## src/hdl/bumper_on_delay_stuck_detect_assert.svh

```systemverilog
// Assertion macros used by the bumper qualifier core module.
`ifndef BUMPER_ON_DELAY_STUCK_DETECT_ASSERT_SVH
`define BUMPER_ON_DELAY_STUCK_DETECT_ASSERT_SVH

`ifndef NO_ASSERTIONS

// The consequent must hold in the same cycle as the antecedent.
`define BODSD_ASSERT_SAME(label, ante, cons) \
   label: assert property (@(posedge clock) disable iff (reset) (ante) |-> (cons)) \
      else $error("bumper qualifier: same-cycle check failed");

// The consequent must hold in the cycle after the antecedent.
`define BODSD_ASSERT_NEXT(label, ante, cons) \
   label: assert property (@(posedge clock) disable iff (reset) (ante) |=> (cons)) \
      else $error("bumper qualifier: next-cycle check failed");

`else

`define BODSD_ASSERT_SAME(label, ante, cons)
`define BODSD_ASSERT_NEXT(label, ante, cons)

`endif

`endif

```

## src/hdl/bodsd_pkg.sv

```systemverilog
// Package with the constants and types of the bumper qualifier.
package bodsd_pkg;

   // Width of the timestamp arithmetic; timestamps wrap modulo 2^TIME_WIDTH.
   localparam int TIME_WIDTH = 32;
   // Width of the poll timestamp field.
   localparam int NOW_WIDTH = 32;
   localparam int DELAY_WIDTH = 16;
   localparam int SECONDS_WIDTH = 8;
   localparam int MS_PER_SECOND = 1000;
   // Width of max_trigger_seconds * 1000.
   localparam int LIMIT_WIDTH = $clog2(((1 << SECONDS_WIDTH) - 1) * MS_PER_SECOND + 1);
   localparam int CMP_WIDTH = (TIME_WIDTH > LIMIT_WIDTH) ? TIME_WIDTH : LIMIT_WIDTH;

   localparam int CSR_DATA_WIDTH = 32;
   localparam int CSR_ADDR_WIDTH = 4;

   localparam logic ENABLE_RESET = 1'b1;
   localparam logic [DELAY_WIDTH-1:0] DELAY_RESET = '0;
   localparam logic [SECONDS_WIDTH-1:0] SECONDS_RESET = SECONDS_WIDTH'(30);

   typedef logic [TIME_WIDTH-1:0] time_type;
   typedef logic [CMP_WIDTH-1:0] cmp_type;

   // Register indexes on the configuration port.
   typedef enum logic [1:0] {
      CSR_ENABLE        = 2'd0,
      CSR_TRIGGER_DELAY = 2'd1,
      CSR_MAX_SECONDS   = 2'd2
   } csr_index_type;

   // Configuration handed from the register block to the datapath.
   typedef struct packed {
      logic                   enable;
      logic [DELAY_WIDTH-1:0] trigger_delay_ms;
      logic [LIMIT_WIDTH-1:0] stuck_limit_ms;
   } csr_cfg_type;

endpackage

```

## src/hdl/bodsd_chan_if.sv

```systemverilog
// Valid/ready channel interfaces for poll samples and qualified results.
interface bodsd_req_if;
   logic                             valid;
   logic                             ready;
   logic                             left_contact;
   logic                             right_contact;
   logic [bodsd_pkg::NOW_WIDTH-1:0]  now_ms;
   logic                             system_in_error;

   modport source (output valid, left_contact, right_contact, now_ms, system_in_error,
                   input ready);
   modport sink (input valid, left_contact, right_contact, now_ms, system_in_error,
                 output ready);
endinterface

interface bodsd_rsp_if;
   logic valid;
   logic ready;
   logic left_qualified;
   logic right_qualified;
   logic obstacle;
   logic stuck_error;
   logic left_raw;
   logic right_raw;

   modport source (output valid, left_qualified, right_qualified, obstacle, stuck_error,
                   left_raw, right_raw, input ready);
   modport sink (input valid, left_qualified, right_qualified, obstacle, stuck_error,
                 left_raw, right_raw, output ready);
endinterface

```

## src/hdl/bodsd_csr.sv

```systemverilog
// APB-style configuration registers of the bumper qualifier.
module bodsd_csr (
   input  logic                                clock,
   input  logic                                reset,
   input  logic                                csr_psel,
   input  logic                                csr_penable,
   input  logic                                csr_pwrite,
   input  logic [bodsd_pkg::CSR_ADDR_WIDTH-1:0] csr_paddr,
   input  logic [bodsd_pkg::CSR_DATA_WIDTH-1:0] csr_pwdata,
   output logic [bodsd_pkg::CSR_DATA_WIDTH-1:0] csr_prdata,
   output logic                                csr_pready,
   output bodsd_pkg::csr_cfg_type              cfg
);
   import bodsd_pkg::*;

   logic                     enable_ff, enable_in;
   logic [DELAY_WIDTH-1:0]   delay_ff, delay_in;
   logic [SECONDS_WIDTH-1:0] seconds_ff, seconds_in;
   logic [LIMIT_WIDTH-1:0]   limit_ff, limit_in;
   logic                     write_en;
   csr_index_type            index;

   assign csr_pready = 1'b1;
   assign index      = csr_index_type'(csr_paddr[3:2]);
   assign write_en   = csr_psel && csr_penable && csr_pwrite;

   // Register writes; the stuck limit in milliseconds is computed here on a seconds write.
   always_comb begin
      enable_in  = enable_ff;
      delay_in   = delay_ff;
      seconds_in = seconds_ff;
      limit_in   = limit_ff;
      if (write_en) begin
         unique case (index)
            CSR_ENABLE: begin
               enable_in = csr_pwdata[0];
            end
            CSR_TRIGGER_DELAY: begin
               delay_in = csr_pwdata[DELAY_WIDTH-1:0];
            end
            CSR_MAX_SECONDS: begin
               seconds_in = csr_pwdata[SECONDS_WIDTH-1:0];
               limit_in   = LIMIT_WIDTH'(csr_pwdata[SECONDS_WIDTH-1:0] * MS_PER_SECOND);
            end
            default: begin
            end
         endcase
      end
   end

   always_ff @(posedge clock) begin
      if (reset) begin
         enable_ff  <= ENABLE_RESET;
         delay_ff   <= DELAY_RESET;
         seconds_ff <= SECONDS_RESET;
         limit_ff   <= LIMIT_WIDTH'(SECONDS_RESET * MS_PER_SECOND);
      end else begin
         enable_ff  <= enable_in;
         delay_ff   <= delay_in;
         seconds_ff <= seconds_in;
         limit_ff   <= limit_in;
      end
   end

   // Read data multiplexer.
   always_comb begin
      unique case (index)
         CSR_ENABLE:        csr_prdata = CSR_DATA_WIDTH'(enable_ff);
         CSR_TRIGGER_DELAY: csr_prdata = CSR_DATA_WIDTH'(delay_ff);
         CSR_MAX_SECONDS:   csr_prdata = CSR_DATA_WIDTH'(seconds_ff);
         default:           csr_prdata = '0;
      endcase
   end

   assign cfg.enable           = enable_ff;
   assign cfg.trigger_delay_ms = delay_ff;
   assign cfg.stuck_limit_ms   = limit_ff;

endmodule

```

## src/hdl/bodsd_core.sv

```systemverilog
// Input register, per-side qualification logic, state and result register.
module bodsd_core (
   input  logic                   clock,
   input  logic                   reset,
   input  bodsd_pkg::csr_cfg_type cfg,
   bodsd_req_if.sink              req,
   bodsd_rsp_if.source            rsp
);
   import bodsd_pkg::*;

   `include "bumper_on_delay_stuck_detect_assert.svh"

   typedef struct packed {
      logic     held;
      time_type trigger_stamp;
      time_type on_time;
      logic     out_flag;
   } side_type;

   // One poll of one side: edge capture, saturating on-time and delay check.
   function automatic side_type side_step(side_type s, logic pressed, time_type now,
                                          time_type elapsed, logic [DELAY_WIDTH-1:0] delay);
      side_type          r;
      logic [TIME_WIDTH:0] sum;
      time_type          since;
      r = s;
      if (pressed) begin
         if (!s.held) begin
            r.trigger_stamp = now;
            r.on_time       = '0;
         end
         r.held    = 1'b1;
         sum       = {1'b0, r.on_time} + {1'b0, elapsed};
         r.on_time = sum[TIME_WIDTH] ? '1 : sum[TIME_WIDTH-1:0];
         since     = now - r.trigger_stamp;
         if (since >= time_type'(delay)) begin
            r.out_flag = 1'b1;
         end
      end else begin
         r.held     = 1'b0;
         r.out_flag = 1'b0;
      end
      return r;
   endfunction

   // Input register.
   logic     in_valid_ff, in_valid_in;
   logic     in_left_ff, in_right_ff, in_error_ff;
   time_type in_now_ff;

   // Result register.
   logic out_valid_ff, out_valid_in;
   logic out_lq_ff, out_rq_ff, out_obstacle_ff, out_stuck_ff, out_lraw_ff, out_rraw_ff;

   // Qualifier state.
   side_type left_ff, left_in, right_ff, right_in;
   time_type prev_stamp_ff, prev_stamp_in;

   logic     advance;
   time_type elapsed;
   side_type left_step, right_step;
   logic     left_over, right_over, stuck;
   logic     lq, rq;

   // The held sample moves on whenever the result register is free or draining.
   assign advance     = in_valid_ff && (!out_valid_ff || rsp.ready);
   assign req.ready   = !in_valid_ff || advance;
   assign in_valid_in = req.ready ? req.valid : in_valid_ff;

   always_ff @(posedge clock) begin
      if (reset) begin
         in_valid_ff <= 1'b0;
      end else begin
         in_valid_ff <= in_valid_in;
      end
   end

   always_ff @(posedge clock) begin
      if (req.valid && req.ready) begin
         in_left_ff  <= req.left_contact;
         in_right_ff <= req.right_contact;
         in_error_ff <= req.system_in_error;
         in_now_ff   <= time_type'(req.now_ms);
      end
   end

   // Per-side update and stuck detection for the registered sample.
   assign elapsed    = in_now_ff - prev_stamp_ff;
   assign left_step  = side_step(left_ff, in_left_ff, in_now_ff, elapsed, cfg.trigger_delay_ms);
   assign right_step = side_step(right_ff, in_right_ff, in_now_ff, elapsed,
                                 cfg.trigger_delay_ms);
   assign left_over  = cmp_type'(left_step.on_time) > cmp_type'(cfg.stuck_limit_ms);
   assign right_over = cmp_type'(right_step.on_time) > cmp_type'(cfg.stuck_limit_ms);
   assign stuck      = cfg.enable && (left_step.held || right_step.held) &&
                       (left_over || right_over) && !in_error_ff;

   // A stuck pulse clears stamps and on-times but keeps the held and qualified flags.
   always_comb begin
      left_in       = left_ff;
      right_in      = right_ff;
      prev_stamp_in = prev_stamp_ff;
      if (advance && cfg.enable) begin
         left_in       = left_step;
         right_in      = right_step;
         prev_stamp_in = in_now_ff;
         if (stuck) begin
            left_in.trigger_stamp  = '0;
            left_in.on_time        = '0;
            right_in.trigger_stamp = '0;
            right_in.on_time       = '0;
         end
      end
   end

   always_ff @(posedge clock) begin
      if (reset) begin
         left_ff       <= '0;
         right_ff      <= '0;
         prev_stamp_ff <= '0;
      end else begin
         left_ff       <= left_in;
         right_ff      <= right_in;
         prev_stamp_ff <= prev_stamp_in;
      end
   end

   // Result register load.
   assign lq = cfg.enable ? left_step.out_flag : left_ff.out_flag;
   assign rq = cfg.enable ? right_step.out_flag : right_ff.out_flag;

   always_comb begin
      if (advance) begin
         out_valid_in = 1'b1;
      end else if (rsp.ready) begin
         out_valid_in = 1'b0;
      end else begin
         out_valid_in = out_valid_ff;
      end
   end

   always_ff @(posedge clock) begin
      if (reset) begin
         out_valid_ff <= 1'b0;
      end else begin
         out_valid_ff <= out_valid_in;
      end
   end

   always_ff @(posedge clock) begin
      if (advance) begin
         out_lq_ff       <= lq;
         out_rq_ff       <= rq;
         out_obstacle_ff <= cfg.enable && (lq || rq);
         out_stuck_ff    <= stuck;
         out_lraw_ff     <= in_left_ff;
         out_rraw_ff     <= in_right_ff;
      end
   end

   assign rsp.valid           = out_valid_ff;
   assign rsp.left_qualified  = out_lq_ff;
   assign rsp.right_qualified = out_rq_ff;
   assign rsp.obstacle        = out_obstacle_ff;
   assign rsp.stuck_error     = out_stuck_ff;
   assign rsp.left_raw        = out_lraw_ff;
   assign rsp.right_raw       = out_rraw_ff;

   // Checks on the datapath and its state.
   `BODSD_ASSERT_NEXT(a_result_after_advance, advance, out_valid_ff)
   `BODSD_ASSERT_NEXT(a_stuck_clears_on_time, advance && stuck,
                      left_ff.on_time == '0 && right_ff.on_time == '0)
   `BODSD_ASSERT_NEXT(a_release_clears_left, advance && cfg.enable && !in_left_ff,
                      !left_ff.out_flag && !left_ff.held)
   `BODSD_ASSERT_NEXT(a_idle_keeps_stamp, !advance, $stable(prev_stamp_ff))
   `BODSD_ASSERT_SAME(a_stuck_needs_enable, stuck, cfg.enable && !in_error_ff)

endmodule

```

## src/hdl/bumper_on_delay_stuck_detect.sv

```systemverilog
// A sample moves from the input to the result register when the latter is free or draining.
// Throughput: one sample per cycle while results are taken; the input register, per-side
// add/compare logic and result register form a two-stage pipeline that a stall only holds.
// Reset: synchronous; clears all bumper state and the previous poll stamp to zero and
// restores enable = 1, trigger delay = 0 ms and maximum trigger time = 30 s.
// No clearing pass follows reset; a sample can be taken as soon as reset is released.
module bumper_on_delay_stuck_detect (
   input  logic                                clock,
   input  logic                                reset,
   bodsd_req_if.sink                           req_bus,
   bodsd_rsp_if.source                         rsp_bus,
   input  logic                                csr_psel,
   input  logic                                csr_penable,
   input  logic                                csr_pwrite,
   input  logic [bodsd_pkg::CSR_ADDR_WIDTH-1:0] csr_paddr,
   input  logic [bodsd_pkg::CSR_DATA_WIDTH-1:0] csr_pwdata,
   output logic [bodsd_pkg::CSR_DATA_WIDTH-1:0] csr_prdata,
   output logic                                csr_pready
);
   import bodsd_pkg::*;

   csr_cfg_type cfg;

   // Configuration registers.
   bodsd_csr u_csr (
      .clock       (clock),
      .reset       (reset),
      .csr_psel    (csr_psel),
      .csr_penable (csr_penable),
      .csr_pwrite  (csr_pwrite),
      .csr_paddr   (csr_paddr),
      .csr_pwdata  (csr_pwdata),
      .csr_prdata  (csr_prdata),
      .csr_pready  (csr_pready),
      .cfg         (cfg)
   );

   // Qualification datapath.
   bodsd_core u_core (
      .clock (clock),
      .reset (reset),
      .cfg   (cfg),
      .req   (req_bus),
      .rsp   (rsp_bus)
   );

endmodule
```

## src/flat_wrapper.sv

```systemverilog
// flat-port wrapper written by rule: the top's interface ports become plain ports
module bumper_on_delay_stuck_detect_flat import bodsd_pkg::*;
  (clock, reset, csr_psel, csr_penable, csr_pwrite, csr_paddr, csr_pwdata, csr_prdata, csr_pready, req_bus_valid, req_bus_left_contact, req_bus_right_contact, req_bus_now_ms, req_bus_system_in_error, req_bus_ready, rsp_bus_valid, rsp_bus_left_qualified, rsp_bus_right_qualified, rsp_bus_obstacle, rsp_bus_stuck_error, rsp_bus_left_raw, rsp_bus_right_raw, rsp_bus_ready);
  bodsd_req_if req_bus_i ();
  bodsd_rsp_if rsp_bus_i ();
  input  logic clock;
  input  logic reset;
  input  logic csr_psel;
  input  logic csr_penable;
  input  logic csr_pwrite;
  input  logic [bodsd_pkg::CSR_ADDR_WIDTH-1:0] csr_paddr;
  input  logic [bodsd_pkg::CSR_DATA_WIDTH-1:0] csr_pwdata;
  output logic [bodsd_pkg::CSR_DATA_WIDTH-1:0] csr_prdata;
  output logic csr_pready;
  input wire logic [$bits(req_bus_i.valid)-1:0] req_bus_valid;
  input wire logic [$bits(req_bus_i.left_contact)-1:0] req_bus_left_contact;
  input wire logic [$bits(req_bus_i.right_contact)-1:0] req_bus_right_contact;
  input wire logic [$bits(req_bus_i.now_ms)-1:0] req_bus_now_ms;
  input wire logic [$bits(req_bus_i.system_in_error)-1:0] req_bus_system_in_error;
  output wire logic [$bits(req_bus_i.ready)-1:0] req_bus_ready;
  output wire logic [$bits(rsp_bus_i.valid)-1:0] rsp_bus_valid;
  output wire logic [$bits(rsp_bus_i.left_qualified)-1:0] rsp_bus_left_qualified;
  output wire logic [$bits(rsp_bus_i.right_qualified)-1:0] rsp_bus_right_qualified;
  output wire logic [$bits(rsp_bus_i.obstacle)-1:0] rsp_bus_obstacle;
  output wire logic [$bits(rsp_bus_i.stuck_error)-1:0] rsp_bus_stuck_error;
  output wire logic [$bits(rsp_bus_i.left_raw)-1:0] rsp_bus_left_raw;
  output wire logic [$bits(rsp_bus_i.right_raw)-1:0] rsp_bus_right_raw;
  input wire logic [$bits(rsp_bus_i.ready)-1:0] rsp_bus_ready;
  assign req_bus_i.valid = req_bus_valid;
  assign req_bus_i.left_contact = req_bus_left_contact;
  assign req_bus_i.right_contact = req_bus_right_contact;
  assign req_bus_i.now_ms = req_bus_now_ms;
  assign req_bus_i.system_in_error = req_bus_system_in_error;
  assign req_bus_ready = req_bus_i.ready;
  assign rsp_bus_valid = rsp_bus_i.valid;
  assign rsp_bus_left_qualified = rsp_bus_i.left_qualified;
  assign rsp_bus_right_qualified = rsp_bus_i.right_qualified;
  assign rsp_bus_obstacle = rsp_bus_i.obstacle;
  assign rsp_bus_stuck_error = rsp_bus_i.stuck_error;
  assign rsp_bus_left_raw = rsp_bus_i.left_raw;
  assign rsp_bus_right_raw = rsp_bus_i.right_raw;
  assign rsp_bus_i.ready = rsp_bus_ready;
  bumper_on_delay_stuck_detect u_core (.clock(clock), .reset(reset), .req_bus(req_bus_i), .rsp_bus(rsp_bus_i), .csr_psel(csr_psel), .csr_penable(csr_penable), .csr_pwrite(csr_pwrite), .csr_paddr(csr_paddr), .csr_pwdata(csr_pwdata), .csr_prdata(csr_prdata), .csr_pready(csr_pready));
endmodule
```

## config.mk

```make
export PLATFORM = sky130hd
export DESIGN_NAME = bumper_on_delay_stuck_detect_flat
export DESIGN_NICKNAME = d
export VERILOG_FILES = /design/src/hdl/bodsd_pkg.sv /design/src/hdl/bodsd_chan_if.sv /design/src/hdl/bodsd_csr.sv /design/src/hdl/bodsd_core.sv /design/src/hdl/bumper_on_delay_stuck_detect.sv /design/src/flat_wrapper.sv
export VERILOG_INCLUDE_DIRS = /design/src /design/src/hdl
export SDC_FILE = /design/constraint.sdc
export NUM_CORES = 1
export LEC_CHECK = 0
export BUFFER_PORTS_ARGS = -buffer_cell sky130_fd_sc_hd__buf_2
export CELL_PAD_IN_SITES_DETAIL_PLACEMENT = 0
export CELL_PAD_IN_SITES_GLOBAL_PLACEMENT = 1
export CORE_MARGIN = 2
export CORE_UTILIZATION = 43
export DETAILED_ROUTE_END_ITERATION = 10
export PLACE_DENSITY = 0.76
export SLEW_MARGIN = 20
export SYNTH_ARGS = -nofsm -noshare
export SYNTH_HDL_FRONTEND = slang
export SYNTH_SLANG_ARGS = --single-unit
```

## constraint.sdc

```tcl
create_clock -name clock -period 8.72 [get_ports clock]
set_input_delay 1.744 -clock clock [delete_from_list [all_inputs] [get_ports clock]]
set_output_delay 1.744 -clock clock [all_outputs]
set_load 0.05 [all_outputs]
```

=== Word-level counts from Yosys, hierarchy flattened ===
Cells that the tools add are included.
W data, S select, Z words.

* Register bits: 247
* Output and inout bits: 41
* Logic and storage cells: 84

* Add/subtract/negate cells: 5
* Multipliers: 1
* Order comparisons: 4
* Equality and inequality tests: 2
* Muxes and demuxes: 21
* Reduce and logical (&&, ||, !) cells: 26

{| class="wikitable"
|+ Operators by type and width
! operator !! number
|-
| $mux W64 || 8
|-
| $sub A32 B32 Y32 || 3
|-
| $add A32 B32 Y33 || 2
|-
| $ge A32 B16 Y1 || 2
|-
| $gt A32 B18 Y1 || 2
|-
| $mux W32 || 2
|-
| $pmux W16 S3 || 1
|-
| $mul A8 B7 Y15 const B || 1
|-
| $mux W1 || 10
|-
| $reduce_and A2 Y1 || 5
|-
| $logic_and A1 B1 Y1 || 9
|-
| $reduce_bool A2 Y1 || 3
|-
| $logic_or A1 B1 Y1 || 5
|-
| $logic_not A1 Y1 || 3
|-
| $eq A2 B1 Y1 const B || 1
|-
| $eq A2 B2 Y1 const B || 1
|-
| $logic_not A2 Y1 || 1
|}

=== Logic depth before layout (Yosys ltp) ===
* Depth after elaboration: 11
* Mapped depth: 45
* Mapped depth without buffers: 41

=== By module ===
A second synthesis with hierarchy kept.

* Cells, all modules: 2705
* Area total of the unflattened synthesis: 22074.9 um2

{| class="wikitable"
|+ Modules (own cells, without submodules)
! module !! times used !! cells each !! area an instance (um2) !! sequential area each (um2)
|-
| bodsd_core || 1 || 2354 || 19027.0 || 4554.4
|-
| bodsd_csr || 1 || 351 || 3047.9 || 760.7
|}

=== Worst setup path before layout ===
Ideal clock, no wire load.

* Kind: register -> register
* Start: reg u_core.u_core.in_now_ff[0]
* End: reg u_core.u_core.left_ff[34] in the netlist's numbering
* Library setup time: 0.059 ns
* Arrival time: 8.562 ns
* Data required time: 8.661 ns
* Path slack: 0.099 ns
* Cell stages (with the launch flop): 45
* Path buffers: 4
* Clock period less this slack: 8.621 ns
* Cell sequence: edfxtp_1 > inv_1 > ha_1 > inv_1 > fa_1 > a211oi_1 > nor3_1 > o211a_1 > o31ai_1 > a21boi_0 > o21a_1 > o21ai_0 > a21boi_0 > o21ai_0 > a21oi_1 > a211o_1 > a21o_1 > a21oi_1 > (+9 left out) > a21oi_1 > ha_1 > a21o_1 > a21oi_1 > a21oi_1 > nor4_1 > o21ai_0 > a21oi_1 > or3_1 > o22ai_1 > nor4b_1 > o2111ai_1 > nor4_2 > nand3_1 > o31ai_2 > buf_6 > buf_6 > a22o_1

* Word-level cells in the longest chain between the ends: 10
* Elaborated cells between the ends (all ways): 15

{| class="wikitable"
|+ RTL lines
! element !! line !! text
|-
| start: declaration || bodsd_core.sv:49 || <nowiki>time_type in_now_ff;</nowiki>
|-
| start signal: assignment || bodsd_core.sv:83 || <nowiki>in_now_ff <= time_type'(req.now_ms);</nowiki>
|-
| $sub A32 B32 Y32 (*) || bodsd_core.sv:88 || <nowiki>assign elapsed = in_now_ff - prev_stamp_ff;</nowiki>
|-
| $add A32 B32 Y33 || bodsd_core.sv:33 || <nowiki>sum = {1'b0, r.on_time} + {1'b0, elapsed};</nowiki>
|-
| $mux W32 || bodsd_core.sv:34 || <nowiki>r.on_time = sum[TIME_WIDTH] ? '1 : sum[TIME_WIDTH-1:0];</nowiki>
|-
| $mux W64 || bodsd_core.sv:27 || <nowiki>if (pressed) begin</nowiki>
|-
| $gt A32 B18 Y1 (on tied branches) || bodsd_core.sv:92, bodsd_core.sv:93 ||
|-
| $logic_or A1 B1 Y1 (*) || bodsd_core.sv:95 || <nowiki>(left_over || right_over) && !in_error_ff;</nowiki>
|-
| $logic_and A1 B1 Y1 (*) || bodsd_core.sv:94 || <nowiki>assign stuck = cfg.enable && (left_step.held || right_step.held) &&</nowiki>
|-
| $logic_and A1 B1 Y1 (*) || bodsd_core.sv:95 ||
|-
| $reduce_bool A2 Y1 (no source line) || n/a ||
|-
| $reduce_and A2 Y1 (no source line) || n/a ||
|-
| end signal: assignment || bodsd_core.sv:121 || <nowiki>left_ff <= left_in;</nowiki>
|-
| end: declaration || bodsd_core.sv:56 || <nowiki>side_type left_ff, left_in, right_ff, right_in;</nowiki>
|}

Every way passes the cells marked *; elsewhere a longest branch is shown, timed or not. The select of a mux whose other input is x is not followed.
A chain may end at the register's enable or synchronous reset.

=== Worst setup path in the final report ===
* Start: reg u_core.u_core.in_now_ff[0]
* End: reg u_core.u_core.left_ff[53] in the netlist's numbering

Same word-level chain as after synthesis.

==> results.json <==
{
  "via_per_inst": 5.776,
  "vias": 19402,
  "synth_top_area_cell": "dfxtp_1",
  "cts.clk_slew.worst_paths_ps": 60,
  "grt_first_pass_wirelength_mm": 98.54,
  "max_freq_ghz": 0.1202,
  "synth_edf_count": 41,
  "synth-main-ff-cell": "dfxtp_1",
  "initial_core_util_pct": 43.36,
  "synth_common_cells": "ha_1, a21oi_1, nand2_1, nor2_1, dfxtp_1",
  "synth.most_common_cell": "ha_1",
  "synth_area_per_cell_um2": 8.269,
  "rows": 81,
  "detailed_place_hpwl_mm": 46.37,
  "drive_above_1_share_pct": 13.99,
  "critPathMaxStageDelay_ps": 410,
  "start_kind": "register",
  "cap_violations": 0,
  "fin_area_um2": 24590,
  "synth-async-reset-ratio_pct": 0,
  "die_area_um2": 50850,
  "io_pins": 119,
  "synth_area_leaders": "dfxtp_1, ha_1, edfxtp_1",
  "ys_types": 84,
  "cts_tree": "built",
  "holdPathStages": 2,
  "clock_latency_ps": 580,
  "place_area_um2": 22880,
  "status": "finished, final reports clean",
  "drc": 0,
  "p_per_area_nw_per_um2": 169.5,
  "worstMarginPinSlew_ps": 1063,
  "nets": 3072,
  "post-route-min-period_ps": 8322,
  "required_ps": 9240,
  "grt_use_total_pct": 24.15,
  "first_pass_iters": 5,
  "h-tree-depth": 1,
  "core-area_um2": 48650,
  "tns_ps": 0,
  "dieHeight_um": 225.5,
  "hold_viol_final": 0,
  "crit_type": "register to register",
  "cp_max_fo": 13,
  "cp_slowest_cell": "edfxtp_1",
  "port_buffers": 83,
  "nFillCells": 4689,
  "p_leak_nw": 10.62,
  "hp-class": "register to register",
  "arrival_ps": 8840,
  "irDropWorstVdd_mv": 0.1592,
  "dp_worst_setup_slack_ps": -461.2,
  "synthCells": 2551,
  "critical_path_depth": 44,
  "routed_wl_mm": 63.03,
  "wl_per_cell_um": 18.76,
  "root_buffer": "clkbuf_16",
  "crit_buf_inv": 6,
  "reg2regPathDepth": 44,
  "overflow": 0,
  "critPathTopFamily": "compound AO/OA/AOI/OAI gates",
  "ys.warnings.count": 0,
  "yosysSeqAreaShare_pct": 25.20,
  "post-route-period-util_pct": 95.44,
  "crit_top_cell": "a21oi_2",
  "cts_hold_buf": 0,
  "ant_nets": 0,
  "areaGrowthSynthToFinish_pct": 16.58,
  "finalClockSkew_ps": 16.45,
  "cts.sinks": 245,
  "n_antenna_cell": 0,
  "hold_slack_ps": 451.6,
  "gp_congestion": 0.8926,
  "grt_pass1_vias": 18635,
  "setup_viol": 0,
  "slew_headroom_pct": 28.82,
  "antenna_found_initial": 0,
  "grt_start_max_net_pins": 81,
  "synth_top_area_share_pct": 19.36,
  "cts.path.max_buffers": 3,
  "maxSlewViolCount": 0,
  "end_kind": "register",
  "die_w_um": 225.5,
  "layout_setup_ws_ps": 397.9,
  "netlist_area_um2": 21100,
  "cts_buffers": 30,
  "drtIter0Drc": 1239,
  "ys_ff_latch": 245
}
-- power by group --
part           switching [mW]  internal, mW  leakage (nW)
sequential             0.0453          1.20          2.06
clock                   0.537         0.760         0.501
combinational           0.932         0.692          8.07
total                    1.51          2.65          10.6
-- worst min-delay path, delay by kind of cell, from the launching register on --
kind / cells / cell delay (ps)
flops: 1 / 310
simple gates: 1 / 50
compound gates: 1 / 50
-- layer usage --
| metal | global-route usage [%] | up-vias | wire [um] |
|---|---|---|---|
| li1 | - | 9600 | - |
| met1 | 32.39 | 9296 | 29700 |
| met2 | 41.59 | 406 | 29360 |
| met3 | 1.969 | 100 | 2265 |
| met4 | 6.644 | 0 | 1699 |
| met5 | 0 | - | 0 |
-- sequential cells by signal (all words and copies together) (netlist names), 8 cells and up --
register,cells
u_core.u_core.in_now_ff,32
u_core.u_core.right_ff,66
u_core.u_core.left_ff,66
u_core.u_core.prev_stamp_ff,32
u_core.u_csr.delay_ff,16
u_core.u_csr.seconds_ff,8
u_core.u_csr.limit_ff,13
-- path summary, 6_finish.rpt --
check                                  start                              end  slack (ps)
min reg2reg  u_core.u_core.prev_stamp_ff[21]  u_core.u_core.prev_stamp_ff[21]         450
max reg2reg       u_core.u_core.in_now_ff[0]        u_core.u_core.left_ff[53]         400
max               u_core.u_core.in_now_ff[0]        u_core.u_core.left_ff[53]         400
min          u_core.u_core.prev_stamp_ff[21]  u_core.u_core.prev_stamp_ff[21]         450
-- cell families after synthesis --
kind of cell	count (synthesis)	synth area share (%)
mux	72	3.428
other cells	2	0.03560
simple gates	789	17.91
buf+inv	257	5.125
fa+ha+maj	282	17.67
xor+xnor	120	5.047
flops	245	25.20
compound gates	784	25.58
-- per-stage QoR --
| stage | total power, mW | instances | utilization, % |
|---|---|---|---|
| floorplan | 2.382 | 2566 | - |
| global placement | 2.779 | 3286 | 47.03 |
| detailed placement | 2.813 | 3286 | 47.03 |
| CTS | 4.154 | 3348 | 49.64 |
| global route | 4.430 | 3359 | 50.55 |
| finish | 4.167 | 3359 | 50.55 |
-- repair_timing --
action                     4_1_cts  5_1_grt
setup endpoints to repair      124      124
buffers inserted                 3        6
pin swaps                        6       31
resized for setup               33       55
gates cloned                     3        5
-- area by class of cell --
cell class                 count  area, um^2  share of cell area (%)
sequential                   245        5318                   21.62
timing repair buffer         231        1792                   7.286
clock buffer                  37       818.3                   3.327
clock inverter                19       196.4                  0.7988
tap                          622       778.2                   3.165
multi-input combinational   2064       15160                   61.65
inverter                     141       529.3                   2.152
-- placed cells by master (no fill, tap or decap), types with 82 or more instances in the layout --
cell type	n
a21oi_1	217
a22o_1	115
and2_1	87
buf_2	82
buf_4	128
dfxtp_1	202
ha_1	248
inv_1	138
nand2_1	233
nor2_1	216
o21ai_0	96
Power figures use the tool's default switching activity.
